`config.mk`:
```
export PLATFORM = sky130hd
export DESIGN_NAME = two_way_traffic_light_controller_flat
export DESIGN_NICKNAME = d
export VERILOG_FILES = /design/src/hdl/twtlc_pkg.sv /design/src/hdl/twtlc_if.sv /design/src/hdl/two_way_traffic_light_controller.sv /design/src/flat_wrapper.sv
export VERILOG_INCLUDE_DIRS = /design/src /design/src/hdl
export SDC_FILE = /design/constraint.sdc
export NUM_CORES = 1
export LEC_CHECK = 0
export ABC_CLOCK_PERIOD_IN_PS = 8300
export BUFFER_PORTS_ARGS = -buffer_cell sky130_fd_sc_hd__buf_2
export CAP_MARGIN = 20
export CORE_UTILIZATION = 62
export DETAILED_ROUTE_END_ITERATION = 7
export GPL_TIMING_DRIVEN = 0
export MAX_ROUTING_LAYER = met4
export PLACE_DENSITY = 0.92
export SLEW_MARGIN = 20
export SYNTH_ARGS = -nofsm -noshare
export SYNTH_HDL_FRONTEND = slang
export SYNTH_SLANG_ARGS = --single-unit
```
`constraint.sdc`:
```
create_clock -name clk -period 8.3 [get_ports clk]
set_clock_uncertainty 0.15 [all_clocks]
set_input_delay 0.83 -clock clk [delete_from_list [all_inputs] [get_ports clk]]
set_output_delay 0.83 -clock clk [all_outputs]
set_load 0.01 [all_outputs]
```
`src/hdl/two_way_traffic_light_controller_assert.svh`:
```
// Assertion macros for the two-way traffic light controller.
`ifndef TWO_WAY_TRAFFIC_LIGHT_CONTROLLER_ASSERT_SVH
`define TWO_WAY_TRAFFIC_LIGHT_CONTROLLER_ASSERT_SVH

`ifndef SYNTH
// Check that prop holds at every rising clock edge out of reset.
`define TWTLC_ASSERT(lbl, clk, rst_n, prop) \
	lbl: assert property (@(posedge clk) disable iff (!rst_n) (prop)) \
		else $error("assertion failed");
// Check that cond never holds out of reset.
`define TWTLC_ASSERT_NEVER(lbl, clk, rst_n, cond) \
	lbl: assert property (@(posedge clk) disable iff (!rst_n) !(cond)) \
		else $error("forbidden condition seen");
`else
`define TWTLC_ASSERT(lbl, clk, rst_n, prop)
`define TWTLC_ASSERT_NEVER(lbl, clk, rst_n, cond)
`endif

`endif

```
`src/hdl/twtlc_pkg.sv`:
```
// Shared types, codes and helpers of the two-way traffic light controller.
`timescale 1ns / 1ps

package twtlc_pkg;

	// Field widths
	localparam int unsigned TotalW  = 7;
	localparam int unsigned YellowW = 4;
	localparam int unsigned LampW   = 6;
	localparam int unsigned DigitW  = 4;
	localparam int unsigned KindW   = 2;
	localparam int unsigned IdxW    = 2;

	typedef logic [TotalW-1:0]  total_t;
	typedef logic [YellowW-1:0] yellow_t;
	typedef logic [LampW-1:0]   lamp_t;
	typedef logic [DigitW-1:0]  digit_t;
	typedef logic [KindW-1:0]   kind_code_t;
	typedef logic [IdxW-1:0]    reg_idx_t;

	// Input item kinds; code 3 means nothing
	typedef enum logic [KindW-1:0] {
		KIND_TICK  = 2'd0,
		KIND_START = 2'd1,
		KIND_PRESS = 2'd2
	} kind_t;

	// Configuration register indexes
	typedef enum logic [IdxW-1:0] {
		REG_SOUTH_TOTAL  = 2'd0,
		REG_WEST_TOTAL   = 2'd1,
		REG_YELLOW_TICKS = 2'd2
	} reg_sel_t;

	// Lamp patterns: bits 5..3 south G,Y,R; bits 2..0 west G,Y,R
	localparam lamp_t LAMP_OFF      = 6'b000000;
	localparam lamp_t LAMP_S_GREEN  = 6'b100001;
	localparam lamp_t LAMP_S_YELLOW = 6'b010001;
	localparam lamp_t LAMP_W_GREEN  = 6'b001100;
	localparam lamp_t LAMP_W_YELLOW = 6'b001010;

	// Reset values of the configuration registers
	localparam total_t  SOUTH_TOTAL_RST  = 7'd15;
	localparam total_t  WEST_TOTAL_RST   = 7'd23;
	localparam yellow_t YELLOW_TICKS_RST = 4'd3;

	// One result item
	typedef struct packed {
		lamp_t  lamps;
		digit_t tens_digit;
		digit_t units_digit;
	} out_item_t;

	// Pick the lamp pattern of the running direction
	function automatic lamp_t lamp_code(input logic west, input logic green);
		lamp_t code;
		if (west) begin
			code = green ? LAMP_W_GREEN : LAMP_W_YELLOW;
		end else begin
			code = green ? LAMP_S_GREEN : LAMP_S_YELLOW;
		end
		return code;
	endfunction

	// Tens digit by reciprocal multiply: (x * 205) >> 11 is exact below 1029
	function automatic digit_t tens_of(input total_t x);
		logic [14:0] prod;
		prod = 15'(x) * 15'd205;
		return prod[14:11];
	endfunction

	// Units digit as the remainder after the tens digit
	function automatic digit_t units_of(input total_t x);
		total_t tens_x10;
		total_t rem;
		tens_x10 = total_t'(tens_of(x)) * total_t'(10);
		rem      = x - tens_x10;
		return rem[DigitW-1:0];
	endfunction

endpackage

```
`src/hdl/twtlc_if.sv`:
```
// Valid/ready channel interfaces for event input and display output.
`timescale 1ns / 1ps

interface twtlc_in_if;
	logic                   valid;
	logic                   ready;
	twtlc_pkg::kind_code_t  kind;
	logic                   manual_enable;

	modport source (output valid, output kind, output manual_enable, input ready);
	modport sink   (input valid, input kind, input manual_enable, output ready);
endinterface

interface twtlc_out_if;
	logic                valid;
	logic                ready;
	twtlc_pkg::lamp_t    lamps;
	twtlc_pkg::digit_t   tens_digit;
	twtlc_pkg::digit_t   units_digit;

	modport source (output valid, output lamps, output tens_digit, output units_digit,
		input ready);
	modport sink   (input valid, input lamps, input tens_digit, input units_digit,
		output ready);
endinterface

```
`src/hdl/two_way_traffic_light_controller.sv`:
```
// Two-way traffic light controller: phase sequencer with lamp and countdown output.
//
//   channel  dir  handshake     payload
//   in_ch    in   valid/ready   kind, manual_enable
//   out_ch   out  valid/ready   lamps, tens_digit, units_digit
//   wr_*     in   wr_en only    wr_index, wr_data
//
// One event is taken per clock while in_ch.ready is high; its display result is registered into the output queue.
// The phase state updates in the same cycle as the input transfer; the result
// goes into a two-entry output queue, so the input keeps flowing while one
// result waits. in_ch.ready drops only when both queue entries are full.
// Reset: lamps off, display 00, phase logic stopped, configuration at defaults.
`timescale 1ns / 1ps

module two_way_traffic_light_controller (
	input  logic                  clk,
	input  logic                  arst_n,
	input  logic                  wr_en,
	input  twtlc_pkg::reg_idx_t   wr_index,
	input  twtlc_pkg::total_t     wr_data,
	twtlc_in_if.sink              in_ch,
	twtlc_out_if.source           out_ch
);

	import twtlc_pkg::*;

	`include "two_way_traffic_light_controller_assert.svh"

	// Configuration registers
	total_t  south_total_q;
	total_t  west_total_q;
	yellow_t yellow_ticks_q;

	// Phase state
	logic    running_q, running_d;
	logic    phase_west_q, phase_west_d;
	total_t  count_q, count_d;
	logic    ovr_q, ovr_d;
	yellow_t ovr_cnt_q, ovr_cnt_d;
	logic    press_q, press_d;
	lamp_t   lamp_q, lamp_d;
	total_t  shown_q, shown_d;

	// Output queue
	out_item_t   ent_q [2];
	logic        wr_ptr_q;
	logic        rd_ptr_q;
	logic [1:0]  fill_q;

	logic    in_xfer;
	logic    out_xfer;
	total_t  next_total;
	total_t  count_dec;
	yellow_t ovr_dec;

	assign in_ch.ready = (fill_q != 2'd2);
	assign in_xfer     = in_ch.valid && in_ch.ready;
	assign out_xfer    = out_ch.valid && out_ch.ready;

	// Write configuration registers
	always_ff @(posedge clk or negedge arst_n) begin
		if (!arst_n) begin
			south_total_q  <= SOUTH_TOTAL_RST;
			west_total_q   <= WEST_TOTAL_RST;
			yellow_ticks_q <= YELLOW_TICKS_RST;
		end else if (wr_en) begin
			unique case (wr_index)
				REG_SOUTH_TOTAL:  south_total_q  <= wr_data;
				REG_WEST_TOTAL:   west_total_q   <= wr_data;
				REG_YELLOW_TICKS: yellow_ticks_q <= wr_data[YellowW-1:0];
				default: ;
			endcase
		end
	end

	assign next_total = phase_west_q ? south_total_q : west_total_q;
	assign count_dec  = count_q - total_t'(1);
	assign ovr_dec    = ovr_cnt_q - yellow_t'(1);

	// Advance the phase state for one event
	always_comb begin
		running_d    = running_q;
		phase_west_d = phase_west_q;
		count_d      = count_q;
		ovr_d        = ovr_q;
		ovr_cnt_d    = ovr_cnt_q;
		press_d      = press_q;
		lamp_d       = lamp_q;
		shown_d      = shown_q;
		if (in_xfer) begin
			unique case (in_ch.kind)
				KIND_START: begin
					if (!running_q) begin
						running_d    = 1'b1;
						ovr_d        = 1'b0;
						ovr_cnt_d    = '0;
						press_d      = 1'b0;
						phase_west_d = 1'b0;
						count_d      = south_total_q;
						lamp_d       = lamp_code(1'b0,
							south_total_q > total_t'(yellow_ticks_q));
						shown_d      = south_total_q;
					end
				end
				KIND_PRESS: begin
					if (running_q && in_ch.manual_enable) begin
						press_d = 1'b1;
					end
				end
				KIND_TICK: begin
					if (running_q) begin
						priority if (ovr_q && ovr_cnt_q <= yellow_t'(1)) begin
							// forced yellow done: hand over to the other direction
							ovr_d        = 1'b0;
							ovr_cnt_d    = '0;
							phase_west_d = !phase_west_q;
							count_d      = next_total;
							lamp_d       = lamp_code(!phase_west_q,
								next_total > total_t'(yellow_ticks_q));
							shown_d      = next_total;
						end else if (ovr_q) begin
							ovr_cnt_d = ovr_dec;
							shown_d   = total_t'(ovr_dec);
						end else if (press_q) begin
							// start the forced yellow countdown
							press_d   = 1'b0;
							ovr_d     = 1'b1;
							ovr_cnt_d = yellow_ticks_q;
							lamp_d    = lamp_code(phase_west_q, 1'b0);
							shown_d   = total_t'(yellow_ticks_q);
						end else if (count_q <= total_t'(1)) begin
							phase_west_d = !phase_west_q;
							count_d      = next_total;
							lamp_d       = lamp_code(!phase_west_q,
								next_total > total_t'(yellow_ticks_q));
							shown_d      = next_total;
						end else begin
							count_d = count_dec;
							lamp_d  = lamp_code(phase_west_q,
								count_dec > total_t'(yellow_ticks_q));
							shown_d = count_dec;
						end
					end
				end
				default: ;
			endcase
		end
	end

	// Hold the phase state
	always_ff @(posedge clk or negedge arst_n) begin
		if (!arst_n) begin
			running_q    <= 1'b0;
			phase_west_q <= 1'b0;
			count_q      <= '0;
			ovr_q        <= 1'b0;
			ovr_cnt_q    <= '0;
			press_q      <= 1'b0;
			lamp_q       <= LAMP_OFF;
			shown_q      <= '0;
		end else begin
			running_q    <= running_d;
			phase_west_q <= phase_west_d;
			count_q      <= count_d;
			ovr_q        <= ovr_d;
			ovr_cnt_q    <= ovr_cnt_d;
			press_q      <= press_d;
			lamp_q       <= lamp_d;
			shown_q      <= shown_d;
		end
	end

	// Queue pointers and fill count
	always_ff @(posedge clk or negedge arst_n) begin
		if (!arst_n) begin
			wr_ptr_q <= 1'b0;
			rd_ptr_q <= 1'b0;
			fill_q   <= '0;
		end else begin
			if (in_xfer) begin
				wr_ptr_q <= !wr_ptr_q;
			end
			if (out_xfer) begin
				rd_ptr_q <= !rd_ptr_q;
			end
			fill_q <= fill_q + 2'(in_xfer) - 2'(out_xfer);
		end
	end

	// Store each result with its digits split out
	always_ff @(posedge clk) begin
		if (in_xfer) begin
			ent_q[wr_ptr_q] <= '{lamps:       lamp_d,
			                     tens_digit:  tens_of(shown_d),
			                     units_digit: units_of(shown_d)};
		end
	end

	// Drive the result from the queue head
	assign out_ch.valid       = (fill_q != 2'd0);
	assign out_ch.lamps       = ent_q[rd_ptr_q].lamps;
	assign out_ch.tens_digit  = ent_q[rd_ptr_q].tens_digit;
	assign out_ch.units_digit = ent_q[rd_ptr_q].units_digit;

	`TWTLC_ASSERT_NEVER(a_fill_bound, clk, arst_n, fill_q == 2'd3)
	`TWTLC_ASSERT(a_no_push_full, clk, arst_n, in_xfer |-> fill_q != 2'd2)
	`TWTLC_ASSERT(a_dark_when_idle, clk, arst_n, !running_q |-> lamp_q == LAMP_OFF)
	`TWTLC_ASSERT(a_override_yellow, clk, arst_n,
		ovr_q |-> lamp_q == (phase_west_q ? LAMP_W_YELLOW : LAMP_S_YELLOW))
	`TWTLC_ASSERT(a_pending_needs_run, clk, arst_n, press_q |-> running_q)

endmodule

```
`src/flat_wrapper.sv`:
```
// flat-port wrapper written by rule: the top's interface ports become plain ports
module two_way_traffic_light_controller_flat import twtlc_pkg::*;
  (clk, arst_n, wr_en, wr_index, wr_data, in_ch_valid, in_ch_kind, in_ch_manual_enable, in_ch_ready, out_ch_valid, out_ch_lamps, out_ch_tens_digit, out_ch_units_digit, out_ch_ready);
  twtlc_in_if in_ch_i ();
  twtlc_out_if out_ch_i ();
  input  logic clk;
  input  logic arst_n;
  input  logic wr_en;
  input  twtlc_pkg::reg_idx_t wr_index;
  input  twtlc_pkg::total_t wr_data;
  input wire logic [$bits(in_ch_i.valid)-1:0] in_ch_valid;
  input wire logic [$bits(in_ch_i.kind)-1:0] in_ch_kind;
  input wire logic [$bits(in_ch_i.manual_enable)-1:0] in_ch_manual_enable;
  output wire logic [$bits(in_ch_i.ready)-1:0] in_ch_ready;
  output wire logic [$bits(out_ch_i.valid)-1:0] out_ch_valid;
  output wire logic [$bits(out_ch_i.lamps)-1:0] out_ch_lamps;
  output wire logic [$bits(out_ch_i.tens_digit)-1:0] out_ch_tens_digit;
  output wire logic [$bits(out_ch_i.units_digit)-1:0] out_ch_units_digit;
  input wire logic [$bits(out_ch_i.ready)-1:0] out_ch_ready;
  assign in_ch_i.valid = in_ch_valid;
  assign in_ch_i.kind = in_ch_kind;
  assign in_ch_i.manual_enable = in_ch_manual_enable;
  assign in_ch_ready = in_ch_i.ready;
  assign out_ch_valid = out_ch_i.valid;
  assign out_ch_lamps = out_ch_i.lamps;
  assign out_ch_tens_digit = out_ch_i.tens_digit;
  assign out_ch_units_digit = out_ch_i.units_digit;
  assign out_ch_i.ready = out_ch_ready;
  two_way_traffic_light_controller u_core (.clk(clk), .arst_n(arst_n), .wr_en(wr_en), .wr_index(wr_index), .wr_data(wr_data), .in_ch(in_ch_i), .out_ch(out_ch_i));
endmodule
```
==> results of run 1 <==
layer usage:
metal  wire length [µm]  up-vias  share of wire
met1               5420     2136           0.41
met4                451        0          0.034
met2               6420      224           0.48
met3               1000       46          0.075
met5                  0        -              0
li1                   -     2071              -
Yosys cell counts (all sizes together) (10+ instances only):
cell type,n
inv,43
a21oi,24
o21ai,33
nor3,12
xnor2,10
mux2,35
nor2,34
nand2,35
edfxtp,28
clkbuf,22
dfrtp,40
ha,53
dfstp,10
o21a,11
per-stage QoR:
stage | std cells | utilization | instance area (µm²) | setup slack [ns]
finish | 695 | 0.712 | 5960 | 0.516
global route | 695 | 0.712 | 5960 | 0.0231
CTS | 696 | 0.711 | 5960 | 0.212
detailed placement | 680 | 0.689 | 5770 | 0.277
global placement | 680 | 0.688 | 5770 | 0.538
floorplan | 543 | - | 5480 | 1.48
final cells by class:
cell class | count | area, µm²
plain buffers | 23 | 88.8
well taps | 105 | 131
clock inverters | 7 | 61.3
flip-flops and latches | 78 | 2100
inverters | 43 | 161
clock buffers | 9 | 124
repair buffers | 32 | 163
multi-input cells | 398 | 3130
fillers | 621 | 2420
repair_timing:
item                       4_1_cts  5_1_grt
buffers inserted                 0        0
setup endpoints to repair        0        2
gates resized for setup          0        5
worst max-delay path, delay by kind of cell (launching register included):
kind	cells	cell delay [ns]
AOI/OAI and AO/OA	8	1.70
DFF	1	0.45
and+or+nand+nor	5	1.29
adders and majority gates	8	2.72
buffers and inverters	8	0.79
xor gates and xnor gates	2	0.42
flip-flops by register name, indices dropped and copies added, names as in the netlist:
signal	count
u_core.press_q	1
u_core.fill_q	2
u_core.ovr_cnt_q	4
u_core.lamp_q	6
u_core.ent_q	28
u_core.count_q	7
u_core.phase_west_q	1
u_core.west_total_q	7
u_core.wr_ptr_q	1
u_core.south_total_q	7
u_core.ovr_q	1
u_core.shown_q	7
u_core.running_q	1
u_core.rd_ptr_q	1
u_core.yellow_ticks_q	4
kinds of logic (layout without fill, tap and decap cells):
| logic type | count (synthesis) | after routing | synth area share |
|---|---|---|---|
| simple gates | 139 | 139 | 0.130 |
| fa+ha+maj | 62 | 62 | 0.154 |
| flops | 78 | 78 | 0.384 |
| mux | 44 | 44 | 0.0884 |
| compound gates | 136 | 136 | 0.170 |
| xor+xnor | 17 | 17 | 0.0272 |
| buf+inv | 67 | 114 | 0.0461 |
how the worst max path moves through the flow:
stage | from | endpoint | slack (ns) | cells after the start
after global placement | u_core.ovr_cnt_q[0]$_DFFE_PN0P_ | u_core.ent_q[0][3]$_DFFE_PP_ | 0.54 | 31
after floorplan | u_core.count_q[4]$_DFFE_PN0P_ | u_core.ent_q[0][3]$_DFFE_PP_ | 1.48 | 29
final | u_core.ovr_cnt_q[0]$_DFFE_PN0P_ | u_core.ent_q[0][3]$_DFFE_PP_ | 0.52 | 31
after CTS | u_core.ovr_cnt_q[0]$_DFFE_PN0P_ | u_core.ent_q[0][3]$_DFFE_PP_ | 0.21 | 31
after detailed placement | u_core.ovr_cnt_q[0]$_DFFE_PN0P_ | u_core.ent_q[0][3]$_DFFE_PP_ | 0.28 | 31
after global routing | u_core.ovr_cnt_q[0]$_DFFE_PN0P_ | u_core.ent_q[0][3]$_DFFE_PP_ | 0.02 | 31
==> flow_summary.toml, run 1 <==
[drt]
viasPerCell = 6.44
num_vias = 4477
drcViolationCount = 0
drt_iter0_markers = 392
drtPass1Iterations = 5
wire_per_inst_um = 19.1
detail-route-antenna-nets = 0
drt-total-wl_um = 13300

[yosys]
ys_warn_count = 0
syn_avg_cell_area_um2 = 10.1
synth_seq_cells = 78
synthesis.nets = 622
synth_area_leaders = "dfrtp_1, edfxtp_1, ha_1"
ys_types = 67
synthArstFlopShare = 0.641
ys_seq_area_frac = 0.384
synth_edf_count = 28
yosysTopAreaCell = "dfrtp_1"
syn-cell-area_mm2 = 0.00548
ys.flop_type = "dfrtp_1"
synthCells = 543
synth_top_area_share = 0.183

[setup_path]
crit_type = "register to register"
critPathSlowestCell = "fa_1"
rr_startpoint = "u_core.ovr_cnt_q[0]$_DFFE_PN0P_"
rr_worst_depth = 31
cp_slowest_stage_delay_ns = 0.53
end_kind = "register"
r2r_slack_ns = 0.52
cp_max_fo = 10
rr_endpoint = "u_core.ent_q[0][3]$_DFFE_PP_"
cp.required_ns = 8.24
critical_path_arrival_ns = 7.72
startpoint_type = "register"
worst_path_most_repeated_cell = "inv_1"

[clocking]
cts-hold-fix-buffers = 0
clock_latency_ns = 0.35
clock_path_buffers = 2
numCtsBuffers = 9
cts_root_buf = "clkbuf_8"
tritoncts = "yes"
cts_sinks = 78
clkTransAtPathRegs_ns = 0.08
cts_htree_levels = 3

[timing]
relSlewSlack = 0.332
hold_violations = 0
finalSetupViolCount = 0
slew_viol_final = 0
tns_ns = 0
worst_pin_slew_ns = 0.999
final.period_utilization = 0.938
rsz0062_at_grt = "no"
fin_crit_ns = 7.78
fmax_mhz = 128
whs_ns = 0.350

[job]
maxCapViolCount = 0

[grt]
grt_pass1_wl_um = 21600
use_met3 = 0.0569
grtUsageMet1 = 0.398
overflow = 0
grt_start_max_net_pins = 51
top_usage_layer = "met2"
grt_usage = 0.323
grt_pass1_vias = 4430
use_met2 = 0.526
grt_antenna_before_repair = 0

[finish]
diodes = 0
syn_to_final_growth_pct = 8.89
drive_gt1_frac = 0.183
final_common_cell = "ha_1"
final_cell_mix = "ha_1, inv_1, dfrtp_1"
fin_nets = 664

[die]
core_mm2 = 0.00838
rows = 33
start_util = 0.654
die_h_um = 96.0
die_area_mm2 = 0.00922
ios = 33
die_x_um = 96.0

[outcome]
status = "completed"

[place]
post-dp-hpwl_um = 10200
port_buffers = 32
gp_congestion = 1.00

[worst_hold_path]
hp-class = "primary input to async pin"
Power of run 1 is left out: the tool's default activity adds up to more than one toggle a clock period on the data nets, which glitch-free logic cannot reach.
==> inputs of run 2 (changes only) <==
Settings changed: ABC_AREA set to 1.
==> run 2 against run 1 <==
  * First-iteration DRC count is 19% lower
  * Global-route usage down 0.58 points
  * Cell area fell by 3.3%
  * Critical path depth grew 6
  * Register-to-register slack better by 0.17 ns
  * Sequential cell count unchanged
  * Routed wire length fell by 8.2%
  * Non-clock buffer count down 11
  * Clock-buffer cell count is the same
  * Largest cell class unchanged
==> flow_summary.toml, run 2 <==
[grt]
overflow = 0
grt_pass1_wl_um = 20900
grt_pass1_vias = 4541
grt_usage = 0.318
grt_antenna_before_repair = 0
grt_start_max_net_pins = 51

[place]
port_buffers = 32
post-dp-hpwl_um = 9610
gp_congestion = 1.01

[finish]
largest_reg_flops = 28
regMostFlops = "u_core.ent_q"
utilization = 0.702
final_cell_mix = "nand2_1, inv_1, o21ai_0"
final_common_cell = "nand2_1"
fin_nets = 755
drive_gt1_frac = 0.131
syn_to_final_growth_pct = 9.24
diodes = 0

[setup_path]
end_kind = "register"
critical_path_arrival_ns = 7.60
rr_startpoint = "u_core.ovr_cnt_q[0]$_DFFE_PN0P_"
crit_type = "register to register"
r2r_slack_ns = 0.69
rr_endpoint = "u_core.ent_q[0][3]$_DFFE_PP_"
cp_slowest_stage_delay_ns = 0.54
startpoint_type = "register"
crit_start = "u_core.ovr_cnt_q[0]$_DFFE_PN0P_"
critPathSlowestCell = "fa_1"
worst_path_most_repeated_cell = "inv_1"
cp_max_fo = 10
rr_worst_depth = 37
cp.required_ns = 8.29

[drt]
num_vias = 4590
drt-total-wl_um = 12200
drt_iter0_markers = 319
drcViolationCount = 0
viasPerCell = 5.84
wire_per_inst_um = 15.5
detail-route-antenna-nets = 0
drtPass1Iterations = 5

[yosys]
synthSimpleGateAreaFrac = 0.185
synthXorXnorAreaFrac = 0.0197
yosysTopAreaCell = "dfrtp_1"
synth_top_family_by_area = "simple AND/OR/NAND/NOR gates"
synth_mux_area_frac = 0.00190
ys_types = 49
synthCells = 633
syn-cell-area_mm2 = 0.00528
synth_area_leaders = "dfrtp_1, edfxtp_1, ha_1"
synthArstFlopShare = 0.641
ys.flop_type = "dfrtp_1"
synth_edf_count = 28
synth_top_area_share = 0.190
ys_seq_area_frac = 0.398
synthAdderAreaFrac = 0.160
synthesis.nets = 712
ys_warn_count = 0
synth_top_cells_by_count = "nand2_1, inv_1, o21ai_0, ha_1, dfrtp_1"
synth_seq_cells = 78
syn_avg_cell_area_um2 = 8.34
synth_compound_area_frac = 0.154
post-synth-top-count-cell = "nand2_1"

[clocking]
cts_htree_levels = 3
clock_latency_ns = 0.37
clock_path_buffers = 2
cts_resized = 0
cts-hold-fix-buffers = 0
numCtsBuffers = 9
clkTransAtPathRegs_ns = 0.10
tritoncts = "yes"
cts_sinks = 78
cts_setup_buffers = 0
cts_root_buf = "clkbuf_8"

[timing]
tns_ns = 0
fin_crit_ns = 7.61
slew_viol_final = 0
finalSetupViolCount = 0
fmax_mhz = 131
rsz0062_at_grt = "no"
final.period_utilization = 0.917
hold_violations = 0
relSlewSlack = 0.462
worst_pin_slew_ns = 0.796

[worst_hold_path]
hp-class = "primary input to async pin"

[die]
core_mm2 = 0.00822
die_area_mm2 = 0.00889
start_util = 0.643
die_h_um = 94.3
rows = 33
ios = 33
die_x_um = 94.3

[job]
maxCapViolCount = 0

[outcome]
status = "completed"
==> run 2: worst max-delay path by stage <==
stage	endpoint	depth (start not counted)
5_1_grt	u_core.ent_q[1][3]$_DFFE_PP_	37
3_3_place_gp	u_core.ent_q[0][3]$_DFFE_PP_	38
4_1_cts	u_core.ent_q[1][3]$_DFFE_PP_	37
3_5_place_dp	u_core.ent_q[0][3]$_DFFE_PP_	37
2_1_floorplan	u_core.ent_q[0][3]$_DFFE_PP_	37
6_report	u_core.ent_q[0][3]$_DFFE_PP_	37
==> run 2: area by class of cell <==
type / instances / area, µm²
multi-input combinational: 444 / 2750
buffer: 12 / 57.6
inverter: 99 / 372
timing repair buffer: 32 / 163
clock buffer: 9 / 124
tap: 105 / 131
fill: 614 / 2450
sequential: 78 / 2100
clock inverter: 7 / 65.1
==> run 2: worst max-delay path, delay by kind of cell, from the launching register on <==
kind,cells,cell delay (ns)
simple gates,13,1.77
flops,1,0.42
xor+xnor,1,0.20
fa+ha+maj,7,2.63
buf+inv,12,1.34
compound gates,4,0.83
==> run 2: through the flow <==
step / instances / hold slack [ns] / instance area (µm²) / setup slack [ns]
6_report: 786 / 0.328 / 5770 / 0.686
4_1_cts: 786 / 0.351 / 5760 / 0.690
2_1_floorplan: 633 / 0.298 / 5280 / 1.91
3_5_place_dp: 770 / 0.331 / 5570 / 0.724
5_1_grt: 786 / 0.371 / 5770 / 0.111
3_3_place_gp: 770 / 0.316 / 5570 / 0.934
==> run 2: kinds of logic (layout without fill, tap and decap cells) <==
logic type      Yosys count  count (layout)
compound gates          130             130
xor+xnor                 11              11
fa+ha+maj                62              62
buf+inv                 111             159
flops                    78              78
mux                       1               1
simple gates            240             240
==> run 2: per-layer routing <==
| layer | GRT usage | routed length (µm) | vias up |
|---|---|---|---|
| li1 | - | - | 2184 |
| met1 | 0.400 | 5210 | 2174 |
| met2 | 0.494 | 5730 | 188 |
| met3 | 0.0623 | 818 | 44 |
| met4 | 0.146 | 459 | 0 |
| met5 | - | 0 | - |
Power of run 2 is left out for the same reason.
==> inputs of run 3 (changes only) <==
Settings changed: CORE_MARGIN set to 8, GPL_TIMING_DRIVEN 0 to 1.
==> run 3 against run 2 <==
  * First-iteration DRC count rose by 13%
  * Global-route usage is 8.9 points lower
  * Hold slack better by 0.018 ns
  * Critical path type unchanged
  * Highest routed layer unchanged
==> flow_summary.toml, run 3 (synthesized netlist as in run 2, its figures left out) <==
[die]
die_area_mm2 = 0.0117
die_x_um = 108
rows = 33
die_h_um = 108
ios = 33
start_util = 0.640
core_mm2 = 0.00826

[setup_path]
cp_slowest_stage_delay_ns = 0.53
worst_path_most_repeated_cell = "nand2_1"
cp_max_fo = 14
end_kind = "register"
critPathSlowestCell = "fa_1"
startpoint_type = "register"
crit_type = "register to register"
critical_path_arrival_ns = 7.65
cp.required_ns = 8.27

[timing]
fmax_mhz = 130
fin_crit_ns = 7.68
rsz0062_at_grt = "no"
final.period_utilization = 0.925
hold_violations = 0
slew_viol_final = 0
finalSetupViolCount = 0
tns_ns = 0
relSlewSlack = 0.491
worst_pin_slew_ns = 0.757

[grt]
grt_usage = 0.229
grt_start_max_net_pins = 51
grt_pass1_wl_um = 20900
overflow = 0
grt_antenna_before_repair = 0
grt_pass1_vias = 4446

[clocking]
cts_htree_levels = 3
cts-hold-fix-buffers = 0
cts_setup_buffers = 0
cts_sinks = 78
tritoncts = "yes"
clock_latency_ns = 0.36
cts_resized = 0
clock_path_buffers = 2
numCtsBuffers = 9
clkTransAtPathRegs_ns = 0.09
cts_root_buf = "clkbuf_8"

[drt]
num_vias = 4475
detail-route-antenna-nets = 0
drt_iter0_markers = 360
drt-total-wl_um = 12300
drtPass1Iterations = 5
wire_per_inst_um = 15.9
drcViolationCount = 0
viasPerCell = 5.77

[place]
post-dp-hpwl_um = 9500
dpl.cell_count = 760
placed_area_mm2 = 0.00553
gp_congestion = 0.949
port_buffers = 32

[finish]
fin_nets = 745
layoutNonFillerInstCount = 776
syn_to_final_growth_pct = 8.22
final_common_cell = "nand2_1"
stdcell_area_mm2 = 0.00572
drive_gt1_frac = 0.128
final_cell_mix = "nand2_1, inv_1, o21ai_0"
diodes = 0
fill_cells = 658
regMostFlops = "u_core.ent_q"
largest_reg_flops = 28

[job]
maxCapViolCount = 0

[worst_hold_path]
hp-class = "register to register"

[outcome]
status = "completed"
-- run 3: cell count changes in the layout (fill, tap and decap cells not counted) --
cell,delta
clkbuf_1,-6
buf_2,-3
clkinv_4,-2
clkinvlp_4,+2
buf_1,-1
buf_4,+1
buf_6,-1
clkinvlp_2,+1
inv_8,-1
-- run 3: final timing paths --
check,startpoint,end,slack [ns],depth (start not counted)
max,u_core.ovr_cnt_q[0]$_DFFE_PN0P_,u_core.ent_q[1][3]$_DFFE_PP_,0.62,36
min,u_core.west_total_q[2]$_DFFE_PN1P_,u_core.west_total_q[2]$_DFFE_PN1P_,0.35,2
max reg2reg,u_core.ovr_cnt_q[0]$_DFFE_PN0P_,u_core.ent_q[1][3]$_DFFE_PP_,0.62,36
min reg2reg,u_core.west_total_q[2]$_DFFE_PN1P_,u_core.west_total_q[2]$_DFFE_PN1P_,0.35,2
max in group asynchronous,arst_n,u_core.yellow_ticks_q[2]$_DFFE_PN0P_,7.14,2
min in group asynchronous,arst_n,u_core.ovr_cnt_q[3]$_DFFE_PN0P_,0.40,2
-- run 3: final cells by class --
cell class	instances	area [µm²]	area share
Inverter	99	372	0.0650
Clock inverter	7	56.3	0.00985
Timing Repair Buffer	34	175	0.0306
Clock buffer	9	124	0.0217
Multi-Input combinational cell	444	2750	0.482
Tap cell	105	131	0.0230
Sequential cell	78	2100	0.368
-- run 3: through the flow --
step           utilization  worst slack [ns]  hold WS (ns)
2_1_floorplan            -              1.91         0.298
3_3_place_gp         0.670              1.16         0.318
3_5_place_dp         0.670             0.743         0.333
4_1_cts              0.692             0.724         0.347
5_1_grt              0.692            0.0443         0.385
6_report             0.692             0.619         0.346
-- run 3: worst max-delay path: cells and delay by family (launching register included) --
family | cells | cell delay, ns
AO/OA/AOI/OAI | 6 | 1.05
buffers and inverters | 9 | 1.20
flip-flops | 1 | 0.40
XOR/XNOR | 1 | 0.18
AND/OR/NAND/NOR | 13 | 2.01
adder cells (fa/ha/maj) | 7 | 2.44
-- run 3: per-layer routing --
metal | global-route usage | up-vias | wire, µm
met5 | - | - | 0
met4 | 0.103 | 0 | 335
met3 | 0.0363 | 36 | 804
met2 | 0.354 | 192 | 5760
met1 | 0.291 | 2086 | 5400
li1 | - | 2161 | -
Power of run 3 is left out for the same reason.
